**src/design/ihex_pkg.sv**
```systemverilog
package ihex_pkg;

	// Largest data field a record may carry.
	localparam int MAX_DATA_BYTES = 255;

	// The data field is held as 32-bit words, already padded with 0xFF.
	localparam int RAM_DEPTH = (MAX_DATA_BYTES + 3) / 4;
	localparam int RAM_AW    = $clog2(RAM_DEPTH);
	localparam int WCNT_W    = $clog2(RAM_DEPTH + 1);

	localparam int CFG_IDX_W = 8;

	localparam logic [31:0] ALL_ONES = 32'hFFFF_FFFF;

	// Configuration register indexes.
	localparam logic [CFG_IDX_W-1:0] REG_APP_BASE     = 8'd0;
	localparam logic [CFG_IDX_W-1:0] REG_APP_END      = 8'd1;
	localparam logic [CFG_IDX_W-1:0] REG_PROTECT_BASE = 8'd2;
	localparam logic [CFG_IDX_W-1:0] REG_PROTECT_END  = 8'd3;

	// Record types.
	localparam logic [7:0] REC_DATA    = 8'h00;
	localparam logic [7:0] REC_EOF     = 8'h01;
	localparam logic [7:0] REC_SEGMENT = 8'h02;
	localparam logic [7:0] REC_LINEAR  = 8'h04;

	typedef enum logic [1:0] {
		STAT_OK       = 2'd0,
		STAT_CHECKSUM = 2'd1,
		STAT_TYPE     = 2'd2,
		STAT_WINDOW   = 2'd3
	} status_t;

	// What the output register loads in a cycle.
	typedef enum logic [1:0] {
		OUT_NONE,
		OUT_STATUS,
		OUT_MID,
		OUT_FINAL
	} out_op_t;

	typedef struct packed {
		logic    take_byte;
		logic    calc_addr;
		logic    start_scan;
		logic    step;
		logic    load_pend;
		logic    apply_base;
		out_op_t out_op;
		status_t out_code;
	} ihex_cmd_t;

	typedef struct packed {
		logic       rec_end;
		logic       sum_bad;
		logic [7:0] kind;
		logic       win_bad;
		logic       prot_hit;
		logic       scan_end;
		logic       pend_valid;
		logic       out_free;
	} ihex_stat_t;

endpackage

```
**src/design/ihex_if.sv**
```systemverilog
// Record byte stream.
interface ihex_byte_if;
	logic       valid;
	logic       ready;
	logic [7:0] rec_byte;

	modport source (output valid, output rec_byte, input ready);
	modport sink (input valid, input rec_byte, output ready);
endinterface

// Flash word results.
interface ihex_word_if;
	logic        valid;
	logic        ready;
	logic        write_valid;
	logic [31:0] word_address;
	logic [31:0] word_data;
	logic [1:0]  status;
	logic [7:0]  record_kind;
	logic        last;

	modport source (output valid, output write_valid, output word_address,
		output word_data, output status, output record_kind, output last, input ready);
	modport sink (input valid, input write_valid, input word_address,
		input word_data, input status, input record_kind, input last, output ready);
endinterface

// Configuration write channel.
interface ihex_cfg_if;
	import ihex_pkg::*;
	logic                 valid;
	logic                 ready;
	logic [CFG_IDX_W-1:0] index;
	logic [31:0]          data;

	modport source (output valid, output index, output data, input ready);
	modport sink (input valid, input index, input data, output ready);
endinterface

```
**src/design/ihex_ram.sv**
```systemverilog
module ihex_ram #(
	parameter int WIDTH = 32,
	parameter int DEPTH = 64
) (
	input  logic                     clk,
	input  logic                     we,
	input  logic [$clog2(DEPTH)-1:0] wa,
	input  logic [WIDTH-1:0]         wd,
	input  logic [$clog2(DEPTH)-1:0] ra,
	output logic [WIDTH-1:0]         rd
);

	logic [WIDTH-1:0] mem [DEPTH];

	// One write port, one read port with registered data.
	always_ff @(posedge clk) begin
		if (we) begin
			mem[wa] <= wd;
		end
		rd <= mem[ra];
	end

endmodule

```
**src/design/ihex_ctrl.sv**
```systemverilog
module ihex_ctrl (
	input  logic               clk,
	input  logic               arst_n,
	input  ihex_pkg::ihex_stat_t stat,
	output ihex_pkg::ihex_cmd_t  cmd
);
	import ihex_pkg::*;

	typedef enum logic [2:0] {
		ST_RECV,
		ST_ADDR,
		ST_CHECK,
		ST_RESULT,
		ST_SCAN,
		ST_FETCH,
		ST_DONE
	} state_t;

	state_t  state_q;
	status_t code_q;
	logic    is_base;

	assign is_base = (stat.kind == REC_EOF) || (stat.kind == REC_SEGMENT) ||
		(stat.kind == REC_LINEAR);

	// Commands to the datapath, decoded from the state and its status.
	always_comb begin
		cmd = '0;
		cmd.out_op = OUT_NONE;
		cmd.out_code = STAT_OK;
		case (state_q)
			ST_RECV: begin
				cmd.take_byte = 1'b1;
			end
			ST_ADDR: begin
				cmd.calc_addr = 1'b1;
			end
			ST_CHECK: begin
				cmd.start_scan = !stat.sum_bad && (stat.kind == REC_DATA) && !stat.win_bad;
				cmd.apply_base = !stat.sum_bad && is_base;
			end
			ST_RESULT: begin
				if (stat.out_free) begin
					cmd.out_op = OUT_STATUS;
					cmd.out_code = code_q;
				end
			end
			ST_SCAN: begin
				cmd.step = !stat.scan_end && stat.prot_hit;
			end
			ST_FETCH: begin
				if (!stat.pend_valid || stat.out_free) begin
					cmd.load_pend = 1'b1;
					cmd.step = 1'b1;
					if (stat.pend_valid) begin
						cmd.out_op = OUT_MID;
					end
				end
			end
			ST_DONE: begin
				if (stat.out_free) begin
					cmd.out_op = OUT_FINAL;
				end
			end
			default: begin
				cmd = '0;
			end
		endcase
	end

	// State and the status code of a single-result record.
	always_ff @(posedge clk or negedge arst_n) begin
		if (!arst_n) begin
			state_q <= ST_RECV;
			code_q <= STAT_OK;
		end else begin
			case (state_q)
				ST_RECV: begin
					if (stat.rec_end) begin
						state_q <= ST_ADDR;
					end
				end
				ST_ADDR: begin
					state_q <= ST_CHECK;
				end
				ST_CHECK: begin
					if (stat.sum_bad) begin
						code_q <= STAT_CHECKSUM;
						state_q <= ST_RESULT;
					end else if (stat.kind == REC_DATA) begin
						if (stat.win_bad) begin
							code_q <= STAT_WINDOW;
							state_q <= ST_RESULT;
						end else begin
							state_q <= ST_SCAN;
						end
					end else if (is_base) begin
						code_q <= STAT_OK;
						state_q <= ST_RESULT;
					end else begin
						code_q <= STAT_TYPE;
						state_q <= ST_RESULT;
					end
				end
				ST_RESULT: begin
					if (stat.out_free) begin
						state_q <= ST_RECV;
					end
				end
				ST_SCAN: begin
					if (stat.scan_end) begin
						state_q <= ST_DONE;
					end else if (!stat.prot_hit) begin
						state_q <= ST_FETCH;
					end
				end
				ST_FETCH: begin
					if (!stat.pend_valid || stat.out_free) begin
						state_q <= ST_SCAN;
					end
				end
				ST_DONE: begin
					if (stat.out_free) begin
						state_q <= ST_RECV;
					end
				end
				default: begin
					state_q <= ST_RECV;
				end
			endcase
		end
	end

endmodule

```
**src/design/ihex_datapath.sv**
```systemverilog
module ihex_datapath (
	input  logic                clk,
	input  logic                arst_n,
	input  ihex_pkg::ihex_cmd_t cmd,
	output ihex_pkg::ihex_stat_t stat,
	ihex_byte_if.sink           rec_in,
	ihex_word_if.source         rec_out,
	ihex_cfg_if.sink            cfg
);
	import ihex_pkg::*;

	// Configuration registers.
	logic [31:0] app_base_q;
	logic [31:0] app_end_q;
	logic [31:0] prot_base_q;
	logic [31:0] prot_end_q;

	// Record intake.
	logic [8:0]  pos_q;
	logic [7:0]  len_q;
	logic [7:0]  type_q;
	logic [15:0] off_q;
	logic [7:0]  sum_q;
	logic [7:0]  b0_q;
	logic [7:0]  b1_q;
	logic [31:0] asm_q;
	logic [31:0] asm_next;
	logic [7:0]  didx;
	logic        in_acc;
	logic        finishing;
	logic [7:0]  b;

	// Address bases and word scan.
	logic [19:0]       seg_q;
	logic [15:0]       lin_q;
	logic [31:0]       addr_q;
	logic [31:0]       cur_q;
	logic [WCNT_W-1:0] w_q;
	logic [8:0]        nw9;
	logic [WCNT_W-1:0] nwords;
	logic [32:0]       top;

	// Pending word and output register.
	logic        pend_valid_q;
	logic [31:0] pend_addr_q;
	logic [31:0] pend_data_q;
	logic        out_valid_q;
	logic        out_write_q;
	logic [31:0] out_addr_q;
	logic [31:0] out_data_q;
	status_t     out_status_q;
	logic [7:0]  out_kind_q;
	logic        out_last_q;

	// Data word memory.
	logic              ram_we;
	logic [RAM_AW-1:0] ram_wa;
	logic [31:0]       ram_rd;

	assign b = rec_in.rec_byte;
	assign rec_in.ready = cmd.take_byte;
	assign in_acc = rec_in.valid && cmd.take_byte;
	assign cfg.ready = 1'b1;

	// Configuration writes; unknown indexes are ignored.
	always_ff @(posedge clk or negedge arst_n) begin
		if (!arst_n) begin
			app_base_q <= '0;
			app_end_q <= ALL_ONES;
			prot_base_q <= ALL_ONES;
			prot_end_q <= '0;
		end else if (cfg.valid) begin
			case (cfg.index)
				REG_APP_BASE: app_base_q <= cfg.data;
				REG_APP_END: app_end_q <= cfg.data;
				REG_PROTECT_BASE: prot_base_q <= cfg.data;
				REG_PROTECT_END: prot_end_q <= cfg.data;
				default: ;
			endcase
		end
	end

	// Byte framing: the checksum byte sits one past the data field.
	assign didx = pos_q[7:0] - 8'd4;
	assign finishing = (pos_q >= ({1'b0, len_q} + 9'd4));

	// Fill the current word lane by lane, starting from all ones.
	always_comb begin
		asm_next = (didx[1:0] == 2'd0) ? ALL_ONES : asm_q;
		asm_next[8 * didx[1:0] +: 8] = b;
	end

	assign ram_we = in_acc && (pos_q >= 9'd4) && !finishing &&
		((didx[1:0] == 2'd3) || (didx == len_q - 8'd1)) &&
		(9'(didx >> 2) < 9'(RAM_DEPTH));
	assign ram_wa = RAM_AW'(didx >> 2);

	always_ff @(posedge clk or negedge arst_n) begin
		if (!arst_n) begin
			pos_q <= '0;
			len_q <= '0;
			type_q <= '0;
			off_q <= '0;
			sum_q <= '0;
			b0_q <= '0;
			b1_q <= '0;
		end else if (in_acc) begin
			if (pos_q == 9'd0) begin
				len_q <= b;
				sum_q <= b;
				b0_q <= '0;
				b1_q <= '0;
				pos_q <= 9'd1;
			end else if (pos_q == 9'd1) begin
				off_q[15:8] <= b;
				sum_q <= sum_q + b;
				pos_q <= 9'd2;
			end else if (pos_q == 9'd2) begin
				off_q[7:0] <= b;
				sum_q <= sum_q + b;
				pos_q <= 9'd3;
			end else if (pos_q == 9'd3) begin
				type_q <= b;
				sum_q <= sum_q + b;
				pos_q <= 9'd4;
			end else if (!finishing) begin
				if (didx == 8'd0) begin
					b0_q <= b;
				end
				if (didx == 8'd1) begin
					b1_q <= b;
				end
				sum_q <= sum_q + b;
				pos_q <= pos_q + 9'd1;
			end else begin
				sum_q <= sum_q + b;
				pos_q <= '0;
			end
		end
	end

	always_ff @(posedge clk) begin
		if (in_acc && (pos_q >= 9'd4) && !finishing) begin
			asm_q <= asm_next;
		end
	end

	ihex_ram #(
		.WIDTH(32),
		.DEPTH(RAM_DEPTH)
	) u_ram (
		.clk(clk),
		.we(ram_we),
		.wa(ram_wa),
		.wd(asm_next),
		.ra(w_q[RAM_AW-1:0]),
		.rd(ram_rd)
	);

	// Address bases, updated by good base and end-of-file records.
	always_ff @(posedge clk or negedge arst_n) begin
		if (!arst_n) begin
			seg_q <= '0;
			lin_q <= '0;
		end else if (cmd.apply_base) begin
			case (type_q)
				REC_EOF: begin
					seg_q <= '0;
					lin_q <= '0;
				end
				REC_SEGMENT: begin
					seg_q <= {b0_q, b1_q, 4'h0};
					lin_q <= '0;
				end
				REC_LINEAR: begin
					lin_q <= {b0_q, b1_q};
					seg_q <= '0;
				end
				default: ;
			endcase
		end
	end

	// Physical address of the record, then the word walk.
	always_ff @(posedge clk) begin
		if (cmd.calc_addr) begin
			addr_q <= {16'h0, off_q} + {lin_q, 16'h0} + {12'h0, seg_q};
		end
		if (cmd.start_scan) begin
			cur_q <= addr_q;
			w_q <= '0;
		end else if (cmd.step) begin
			cur_q <= cur_q + 32'd4;
			w_q <= w_q + WCNT_W'(1);
		end
	end

	assign nw9 = ({1'b0, len_q} + 9'd3) >> 2;
	assign nwords = WCNT_W'(nw9);
	assign top = {1'b0, addr_q} + {25'h0, len_q} - 33'd1;

	// Pending word: held back until it is known whether it is the last one.
	always_ff @(posedge clk or negedge arst_n) begin
		if (!arst_n) begin
			pend_valid_q <= 1'b0;
		end else if (cmd.start_scan || cmd.out_op == OUT_FINAL) begin
			pend_valid_q <= 1'b0;
		end else if (cmd.load_pend) begin
			pend_valid_q <= 1'b1;
		end
	end

	always_ff @(posedge clk) begin
		if (cmd.load_pend) begin
			pend_addr_q <= cur_q;
			pend_data_q <= ram_rd;
		end
	end

	// Output register; the controller loads it only when it is free.
	always_ff @(posedge clk or negedge arst_n) begin
		if (!arst_n) begin
			out_valid_q <= 1'b0;
		end else if (cmd.out_op != OUT_NONE) begin
			out_valid_q <= 1'b1;
		end else if (rec_out.ready) begin
			out_valid_q <= 1'b0;
		end
	end

	// The record type is captured with the item, as the next record may be taken in
	// while this one waits.
	always_ff @(posedge clk) begin
		case (cmd.out_op)
			OUT_STATUS: begin
				out_write_q <= 1'b0;
				out_addr_q <= '0;
				out_data_q <= '0;
				out_status_q <= cmd.out_code;
				out_kind_q <= type_q;
				out_last_q <= 1'b1;
			end
			OUT_MID: begin
				out_write_q <= 1'b1;
				out_addr_q <= pend_addr_q;
				out_data_q <= pend_data_q;
				out_status_q <= STAT_OK;
				out_kind_q <= type_q;
				out_last_q <= 1'b0;
			end
			OUT_FINAL: begin
				out_write_q <= pend_valid_q;
				out_addr_q <= pend_valid_q ? pend_addr_q : 32'h0;
				out_data_q <= pend_valid_q ? pend_data_q : 32'h0;
				out_status_q <= STAT_OK;
				out_kind_q <= type_q;
				out_last_q <= 1'b1;
			end
			default: ;
		endcase
	end

	assign rec_out.valid = out_valid_q;
	assign rec_out.write_valid = out_write_q;
	assign rec_out.word_address = out_addr_q;
	assign rec_out.word_data = out_data_q;
	assign rec_out.status = out_status_q;
	assign rec_out.record_kind = out_kind_q;
	assign rec_out.last = out_last_q;

	// Status to the controller.
	assign stat.rec_end = in_acc && (pos_q >= 9'd4) && finishing;
	assign stat.sum_bad = (sum_q != 8'd0) || ({1'b0, len_q} > 9'(MAX_DATA_BYTES));
	assign stat.kind = type_q;
	assign stat.win_bad = (addr_q < app_base_q) ||
		((len_q != 8'd0) && (top > {1'b0, app_end_q}));
	assign stat.prot_hit = (cur_q >= prot_base_q) && (cur_q <= prot_end_q);
	assign stat.scan_end = (w_q == nwords);
	assign stat.pend_valid = pend_valid_q;
	assign stat.out_free = !out_valid_q || rec_out.ready;

endmodule

```
**src/design/intel_hex_record_loader_unit.sv**
```systemverilog
// Intel HEX record loader.
// rec_in takes the binary record stream, one byte per item: length, offset high,
// offset low, type, data bytes, checksum. rec_out gives one item per flash word
// written (little-endian, missing trailing bytes read as 0xFF), or a single item
// without a write for base, end-of-file, empty, fully protected or rejected
// records; the final item of each record has last set. cfg writes the window
// registers by index. Bytes are taken one per cycle while a record is being
// framed. After the checksum byte the loader stops taking bytes: it works out the
// address, checks the window, then loads the single item of a base, end-of-file
// or rejected record once the output register is free. A data record instead
// walks its words: a protected word is skipped, a word that is emitted is read
// from the word memory into a pending register, and the walk closes by loading
// the final item. The word walk is set by the single read port of the word
// memory. A finished item waits in an output register; while rec_out stalls,
// the loader still takes the bytes of the next record, and it holds at the end
// of that record until the register frees. Reset clears the framing position,
// the address bases and the output register, and sets the windows to their
// defaults.
module intel_hex_record_loader_unit (
	input logic         clk,
	input logic         arst_n,
	ihex_byte_if.sink   rec_in,
	ihex_word_if.source rec_out,
	ihex_cfg_if.sink    cfg
);
	import ihex_pkg::*;

	ihex_cmd_t  cmd;
	ihex_stat_t stat;

	ihex_ctrl u_ctrl (
		.clk(clk),
		.arst_n(arst_n),
		.stat(stat),
		.cmd(cmd)
	);

	ihex_datapath u_datapath (
		.clk(clk),
		.arst_n(arst_n),
		.cmd(cmd),
		.stat(stat),
		.rec_in(rec_in),
		.rec_out(rec_out),
		.cfg(cfg)
	);

endmodule

```
**src/flat_wrapper.sv**
```systemverilog
// flat-port wrapper written by rule: the top's interface ports become plain ports
module intel_hex_record_loader_unit_flat import ihex_pkg::*;
  (clk, arst_n, rec_in_valid, rec_in_rec_byte, rec_in_ready, rec_out_valid, rec_out_write_valid, rec_out_word_address, rec_out_word_data, rec_out_status, rec_out_record_kind, rec_out_last, rec_out_ready, cfg_valid, cfg_index, cfg_data, cfg_ready);
  ihex_byte_if rec_in_i ();
  ihex_word_if rec_out_i ();
  ihex_cfg_if cfg_i ();
  input logic clk;
  input logic arst_n;
  input wire logic [$bits(rec_in_i.valid)-1:0] rec_in_valid;
  input wire logic [$bits(rec_in_i.rec_byte)-1:0] rec_in_rec_byte;
  output wire logic [$bits(rec_in_i.ready)-1:0] rec_in_ready;
  output wire logic [$bits(rec_out_i.valid)-1:0] rec_out_valid;
  output wire logic [$bits(rec_out_i.write_valid)-1:0] rec_out_write_valid;
  output wire logic [$bits(rec_out_i.word_address)-1:0] rec_out_word_address;
  output wire logic [$bits(rec_out_i.word_data)-1:0] rec_out_word_data;
  output wire logic [$bits(rec_out_i.status)-1:0] rec_out_status;
  output wire logic [$bits(rec_out_i.record_kind)-1:0] rec_out_record_kind;
  output wire logic [$bits(rec_out_i.last)-1:0] rec_out_last;
  input wire logic [$bits(rec_out_i.ready)-1:0] rec_out_ready;
  input wire logic [$bits(cfg_i.valid)-1:0] cfg_valid;
  input wire logic [$bits(cfg_i.index)-1:0] cfg_index;
  input wire logic [$bits(cfg_i.data)-1:0] cfg_data;
  output wire logic [$bits(cfg_i.ready)-1:0] cfg_ready;
  assign rec_in_i.valid = rec_in_valid;
  assign rec_in_i.rec_byte = rec_in_rec_byte;
  assign rec_in_ready = rec_in_i.ready;
  assign rec_out_valid = rec_out_i.valid;
  assign rec_out_write_valid = rec_out_i.write_valid;
  assign rec_out_word_address = rec_out_i.word_address;
  assign rec_out_word_data = rec_out_i.word_data;
  assign rec_out_status = rec_out_i.status;
  assign rec_out_record_kind = rec_out_i.record_kind;
  assign rec_out_last = rec_out_i.last;
  assign rec_out_i.ready = rec_out_ready;
  assign cfg_i.valid = cfg_valid;
  assign cfg_i.index = cfg_index;
  assign cfg_i.data = cfg_data;
  assign cfg_ready = cfg_i.ready;
  intel_hex_record_loader_unit u_core (.clk(clk), .arst_n(arst_n), .rec_in(rec_in_i), .rec_out(rec_out_i), .cfg(cfg_i));
endmodule
```
**config.mk**
```make
export PLATFORM = sky130hd
export DESIGN_NAME = intel_hex_record_loader_unit_flat
export DESIGN_NICKNAME = d
export VERILOG_FILES = /design/src/design/ihex_pkg.sv /design/src/design/ihex_if.sv /design/src/design/ihex_ram.sv /design/src/design/ihex_ctrl.sv /design/src/design/ihex_datapath.sv /design/src/design/intel_hex_record_loader_unit.sv /design/src/flat_wrapper.sv
export SDC_FILE = /design/constraint.sdc
export NUM_CORES = 2
export LEC_CHECK = 0
export BUFFER_PORTS_ARGS = -buffer_cell sky130_fd_sc_hd__clkbuf_2
export CORE_MARGIN = 4
export CORE_UTILIZATION = 35
export CTS_BUF_LIST = sky130_fd_sc_hd__clkbuf_16
export DETAILED_ROUTE_END_ITERATION = 8
export SLEW_MARGIN = 0
export SYNTH_ARGS = -nofsm -noshare
export SYNTH_HDL_FRONTEND = slang
export SYNTH_SLANG_ARGS = --single-unit
```
**constraint.sdc**
```tcl
create_clock -name clk -period 6.84 [get_ports clk]
set_input_delay 0 -clock clk [delete_from_list [all_inputs] [get_ports clk]]
set_output_delay 0 -clock clk [all_outputs]
set_load 0.1 [all_outputs]
```
Yosys cells after proc, flatten, opt, wreduce, memory -nomap -nowiden
Memories as Yosys holds them, arrays and structs flattened. A register that Yosys moved wholly into a read port is not among the register bits.
Index checks and enable logic that the tools add are counted.

storage, ports and cells
  bits in registers = 479
  latch bits = 0
  RAM bits = 2048
  memory bits (read-only) = 0
  input port bits = 53
  output and inout port bits = 79
  word-level logic and storage cells = 214
  memories kept = 1

memory list
  memory                       depth  bits a word  read ports  clocked after memory_dff  wr ports  RTL line        text
  u_core.u_datapath.u_ram.mem  64     32           1           1                         1         ihex_ram.sv:13  logic [WIDTH-1:0] mem [DEPTH];

operators by class
  $add $sub $neg = 13
  multipliers = 0
  divide/modulo/power cells = 0
  $lt $le $gt $ge = 7
  equality and inequality tests = 31
  shift operators = 2
  muxes and demuxes = 63
  bitwise operators = 3
  reduce and logical (&&, ||, !) cells = 64

operator list
  cell                       count
  $pmux W32 S3               2
  $mux W32                   5
  $mux W8                    13
  $mux W9                    5
  $pmux W20 S2               1
  $neg A5 Y34                1
  $shift A8 B34 Y32 const A  1
  $shiftx A8 B34 Y32         1
  $add A32 B8 Y33            1
  $gt A33 B32 Y1             1
  $sub A33 B1 Y33 const B    1
  $add A16 B32 Y32           1
  $add A32 B20 Y32           1
  $add A32 B3 Y32 const B    1
  $bwmux W32                 1
  $ge A32 B32 Y1             1
  $le A32 B32 Y1             1
  $lt A32 B32 Y1             1
  $pmux W16 S2               1
  $mux W3                    9
  $eq A8 B1 Y1 const B       3
  $eq A8 B2 Y1 const B       3
  $logic_not A8 Y1           3
  $reduce_bool A2 Y1         10
  46 further kinds           115

Logic depth before layout (Yosys ltp)
  depth after elaboration = 10
  gate-level depth with buffers = 24
  depth with buffers taken out = 23

Hierarchy
From an unflattened synthesis, not the netlist that was laid out.

second synthesis, totals
  cell total of the unflattened synthesis = 5609
  area, all modules = 104016.0 sq um

by module, submodules not included
  module         times used  cells an instance  area an instance (sq um)  seq. area each (sq um)
  ihex_ram       1           3323               78502.8                   62139.6
  ihex_datapath  1           2224               25059.0                   12987.5
  ihex_ctrl      1           62                 454.2                     125.1

Least setup slack after synthesis
Ideal clock, no wire load.

  path type = reg2reg
  from = reg u_core.u_datapath.len_q[3]
  to = reg u_core.u_datapath.cur_q[10] (enable)
  setup time = 0.459 ns
  arrival = 6.473 ns
  data required time = 6.381 ns
  setup slack = -0.092 ns
  cell stages (with the launch flop) = 22
  buffers on the path = 1
  clock period less this slack = 6.932 ns
  cell sequence = dfrtp_1 -> clkbuf_1 -> inv_1 -> ha_1 -> inv_1 -> ha_1 -> nor2b_1 -> o21ai_0 -> a211oi_1 -> o21a_1 -> nor3_1 -> o311a_1 -> nor2_1 -> xnor2_1 -> ha_1 -> o21a_1 -> o21a_1 -> o21ai_0 -> and3b_1 -> a22oi_2 -> o2111ai_1 -> o21ai_0

between the ends
  longest elaborated chain between the ends = 9
  elaborated cells on any way between the ends = 15
  classes of those cells = add/sub (3); order compare (1); eq/ne (1); mux (2); reduce/logical (8)

ends and longest elaborated chain
  element                                  RTL line              text
  from (decl)                              ihex_datapath.sv:20   logic [7:0] len_q;
  from (signal assigned)                   ihex_datapath.sv:101  len_q <= '0;
  from (signal assigned)                   ihex_datapath.sv:109  len_q <= b;
  $add A32 B8 Y33                          ihex_datapath.sv:200  assign top = {1'b0, addr_q} + {25'h0, len_q} - 33'd1;
  $sub A33 B1 Y33                          ihex_datapath.sv:200
  $gt A33 B32 Y1                           ihex_datapath.sv:276  ((len_q != 8'd0) && (top > {1'b0, app_end_q}));
  $logic_and A1 B1 Y1                      ihex_datapath.sv:276
  $logic_or A1 B1 Y1                       ihex_datapath.sv:275  assign stat.win_bad = (addr_q < app_base_q) ||
  $logic_not A1 Y1                         ihex_ctrl.sv:39       cmd.start_scan = !stat.sum_bad && (stat.kind == REC_DATA) && !stat.win_bad;
  $logic_and A1 B1 Y1                      ihex_ctrl.sv:39
  $mux W1                                  ihex_ctrl.sv:31       case (state_q)
  $reduce_bool A2 Y1 (no source line) (*)  -
  to (signal assigned)                     ihex_datapath.sv:190  cur_q <= addr_q;
  to (signal assigned)                     ihex_datapath.sv:193  cur_q <= cur_q + 32'd4;
  to (decl)                                ihex_datapath.sv:37   logic [31:0] cur_q;

Every way passes the cells marked *; elsewhere a longest branch is shown, timed or not.
A chain may end at the register's enable or synchronous reset.

Worst setup path in the final report
  from = reg u_core.u_datapath.len_q[1]
  to = reg u_core.u_datapath.cur_q[29] (data pin)

between the ends
  longest elaborated chain between the ends = 9
  elaborated cells on any way between the ends = 10
  classes of those cells = add/sub (2); order compare (1); mux (2); reduce/logical (5)

ends and longest elaborated chain
  element                  RTL line              text
  $add A32 B8 Y33          ihex_datapath.sv:200
  $sub A33 B1 Y33          ihex_datapath.sv:200
  $gt A33 B32 Y1           ihex_datapath.sv:276
  $logic_and A1 B1 Y1 (*)  ihex_datapath.sv:276
  $logic_or A1 B1 Y1 (*)   ihex_datapath.sv:275
  $logic_not A1 Y1 (*)     ihex_ctrl.sv:39
  $logic_and A1 B1 Y1 (*)  ihex_ctrl.sv:39
  $mux W1 (*)              ihex_ctrl.sv:31
  $mux W32 (*)             ihex_datapath.sv:189  if (cmd.start_scan) begin

Marks and branches as above.

==> results.toml <==
[run_status]
status = "finished, final reports clean"

[final_layout]
drive_above_1_share_pct = 27.8
regMostFlops = "u_core.u_datapath.u_ram.mem"
largest_register_ffs = 2048
final_net_count = 6036
fin_util_pct = 40.6
final_common_cell = "edfxtp_1"
syn_to_final_growth_pct = 15.6
final_cell_mix = "edfxtp_1 (2284), mux4_2 (672), clkbuf_16 (285)"
nFillCells = 26053

[sta]
fmax_mhz = 167
finalHoldViolations = 0
slew_headroom_pct = 21.6
fin_skew_ns = 0.0831
grt_setup_unrepaired = "no"
hold_ws_ns = 0.0472
period_share_pct = 87.7
setup-tns-final_ns = 0
final_max_slew_viol_count = 0
fin_crit_ns = 6.00
setup_viol = 0
worstMarginPinSlew_ns = 1.18

[clocking]
cts.htree.levels = 5
numCtsBuffers = 278
cts_tree = "built"
clkLatencyLatePin_ns = 0.85
clock_sinks = 2555
cts_root_buf = "clkbuf_16"
clockBufferDepth = 4
cts.repair.resized = 0
clk_pin_slew_worst_paths_ns = 0.06

[setup_path]
reg2reg_from = "u_core.u_datapath.len_q[1]"
crit_arrival_ns = 6.63
reg2reg_slack_ns = 0.84
path_class = "reg2reg"
timing.critical_path.to = "u_core.u_datapath.cur_q[29]"
crit_start = "u_core.u_datapath.len_q[1]"
timing.rr.end = "u_core.u_datapath.cur_q[29]"
cp-start-kind = "flip-flop"
r2r_cells = 25
end_kind = "flip-flop"
required_ns = 7.47
critPathMaxFanout = 14

[route]
met2_length_microns = 126000
wl_microns = 256000
highest_layer = "met4"
wl_per_cell_microns = 25.8
firstDrtPassIters = 7
drt_iter0_drc = 5045
final_antenna_net_count = 0
drc = 0
m1WireLength_microns = 109000
route.met3.wl_microns = 14400
vias = 52257
viasPerCell = 5.27

[power_and_ir_drop]
power_uw = 42800
p_leak_uw = 0.0405
power.density_nw_per_um2 = 355
irDropWorstVdd_uv = 235

[grt]
grt_pass1_vias = 53740
grt-ovfl-total = 0
grt_max_degree = 145
grt_pass1_wl_microns = 375000
track_usage_pct = 16.4
antenna_found_initial = 11

[placement]
portBuffers = 130
dp_hpwl_microns = 154000
place.gp.congestion = 0.843

[synthesis]
synth-async-reset-ratio_pct = 9.08
synth_compound_area_share_pct = 2.57
synth-edff-count = 2284
synthAdderAreaFrac_pct = 2.65
ys.warnings.count = 0
synth-xor-area-share_pct = 0.990
syn-cell-area_sq_um = 104000
yosysSeqAreaShare_pct = 72.3
synthSimpleGateAreaFrac_pct = 3.59
synth.area.mux_share_pct = 16.2
synth_top_family_by_area = "multiplexers"
syn_inst = 5371
avgSynthCellArea_sq_um = 19.4
synthFlopType = "edfxtp_1"
syn-num-nets = 5643
yosysUniqueCellTypes = 89
ys_ff_latch = 2555

[floorplanning]
die_h_microns = 553
die-area_sq_um = 306000
io_pins = 132
start_util_pct = 35.1
die_w_microns = 553
coreArea_sq_um = 297000
rows = 200

[min_path]
hp-class = "in2reg"

[run]
maxCapViolCount = 0
critical path: stages (launching register included):
cell and delay [ns]:
dfrtp_1 0.41, inv_1 0.14, ha_1 0.32, inv_1 0.07, ha_1 0.18, inv_1 0.06
fa_1 0.40, nor2b_1 0.12, o21ai_0 0.14, a211oi_1 0.24, buf_4 0.18, o21a_1 0.14
nor3_1 0.05, buf_4 0.17, o311ai_0 0.37, a21oi_1 0.14, xnor2_1 0.15, ha_1 0.30
nand4_1 0.16, nor4_1 0.41, a31oi_1 0.15, a22oi_2 0.28, o2111ai_1 0.28, nor2_4 0.48
buf_4 0.27, mux2i_1 0.22
synthesized netlist by cell type, drive strengths merged, types with 6 or more instances:
library cell	count	area, sq um
nor2	185	702
a211oi	12	95.1
nor2b	14	87.6
xnor2	79	699
o21ai	104	524
o31ai	9	72.6
a21oi	110	554
a211o	6	52.6
or3	9	56.3
inv	225	845
a22o	14	123
dfxtp	39	781
and3	21	131
a31oi	12	75.1
o22ai	23	144
nand2b	14	95.1
o21bai	9	67.6
dfstp	64	1680
ha	216	2700
a21o	40	300
clkbuf	158	594
nand4	35	219
nand2	248	941
o211ai	14	105
and2	80	500
o21a	10	75.1
nor3	31	165
dfrtp	168	4200
nand3	90	470
nor4	13	81.3
xor2	37	332
mux2i	32	324
and4	9	78.8
mux4	672	15100
buf	83	400
a21boi	8	60.1
edfxtp	2284	68600
mux2	123	1390
worst min-delay path by stage:
| stage | end | depth (start not counted) | startpoint | slack, ns |
|---|---|---|---|---|
| detailed placement | u_core.u_datapath.prot_end_q[7] | 1 | arst_n | 0.12 |
| global placement | u_core.u_datapath.prot_end_q[7] | 1 | arst_n | 0.12 |
| CTS | u_core.u_datapath.app_base_q[12] | 4 | cfg_data[12] | 0.003 |
| global route | u_core.u_datapath.app_base_q[13] | 4 | cfg_data[13] | 0.03 |
| finish | u_core.u_datapath.app_base_q[12] | 4 | cfg_data[12] | 0.05 |
| floorplan | u_core.u_ctrl.code_q[0] | 0 | arst_n | -0.30 |
metal layers:
metal,global-route usage [%],vias to the layer above
met1,22.8,27866
met5,0,-
met4,3.86,0
met2,27.3,1597
met3,2.48,391
li1,-,22403
stage by stage:
step           cells  cell area, sq um  setup slack [ns]
3_5_place_dp    9356            111000             0.902
5_1_grt         9914            120000             0.189
4_1_cts         9913            120000             0.872
2_1_floorplan   5371            104000             0.718
6_report        9918            120000             0.839
3_3_place_gp    9356            111000             0.873
power by group:
group | total (uW) | switching (uW) | leakage [uW] | internal, uW
sequential | 20100 | 305 | 0.0237 | 19800
clock | 14300 | 6000 | 0.00448 | 8340
combinational | 8300 | 6170 | 0.0123 | 2130
cell type report:
type / count / area, sq um / area share, %
Sequential cell: 2555 / 75300 / 62.5
Multi-Input combinational cell: 2349 / 28000 / 23.2
Clock buffer: 285 / 7130 / 5.92
Tap cell: 3939 / 4930 / 4.09
Timing Repair Buffer: 354 / 2690 / 2.23
Clock inverter: 205 / 1520 / 1.27
Inverter: 226 / 850 / 0.706
Antenna cell: 5 / 12.5 / 0.0104
what timing repair did:
| action | CTS | global route |
|---|---|---|
| hold buffers | 67 | 0 |
| hold endpoints to repair | 323 | 0 |
| buffers inserted | 0 | 0 |
kinds of logic (layout without fill, tap and decap cells):
logic type	count (synthesis)	count (layout)
DFF	2555	2555
buffers and inverters	467	1070
adders and majority gates	219	219
muxes	827	827
other	1	6
xor gates and xnor gates	116	116
and+or+nand+nor	774	774
AOI/OAI and AO/OA	412	412
(Power assumes the default switching activity.)
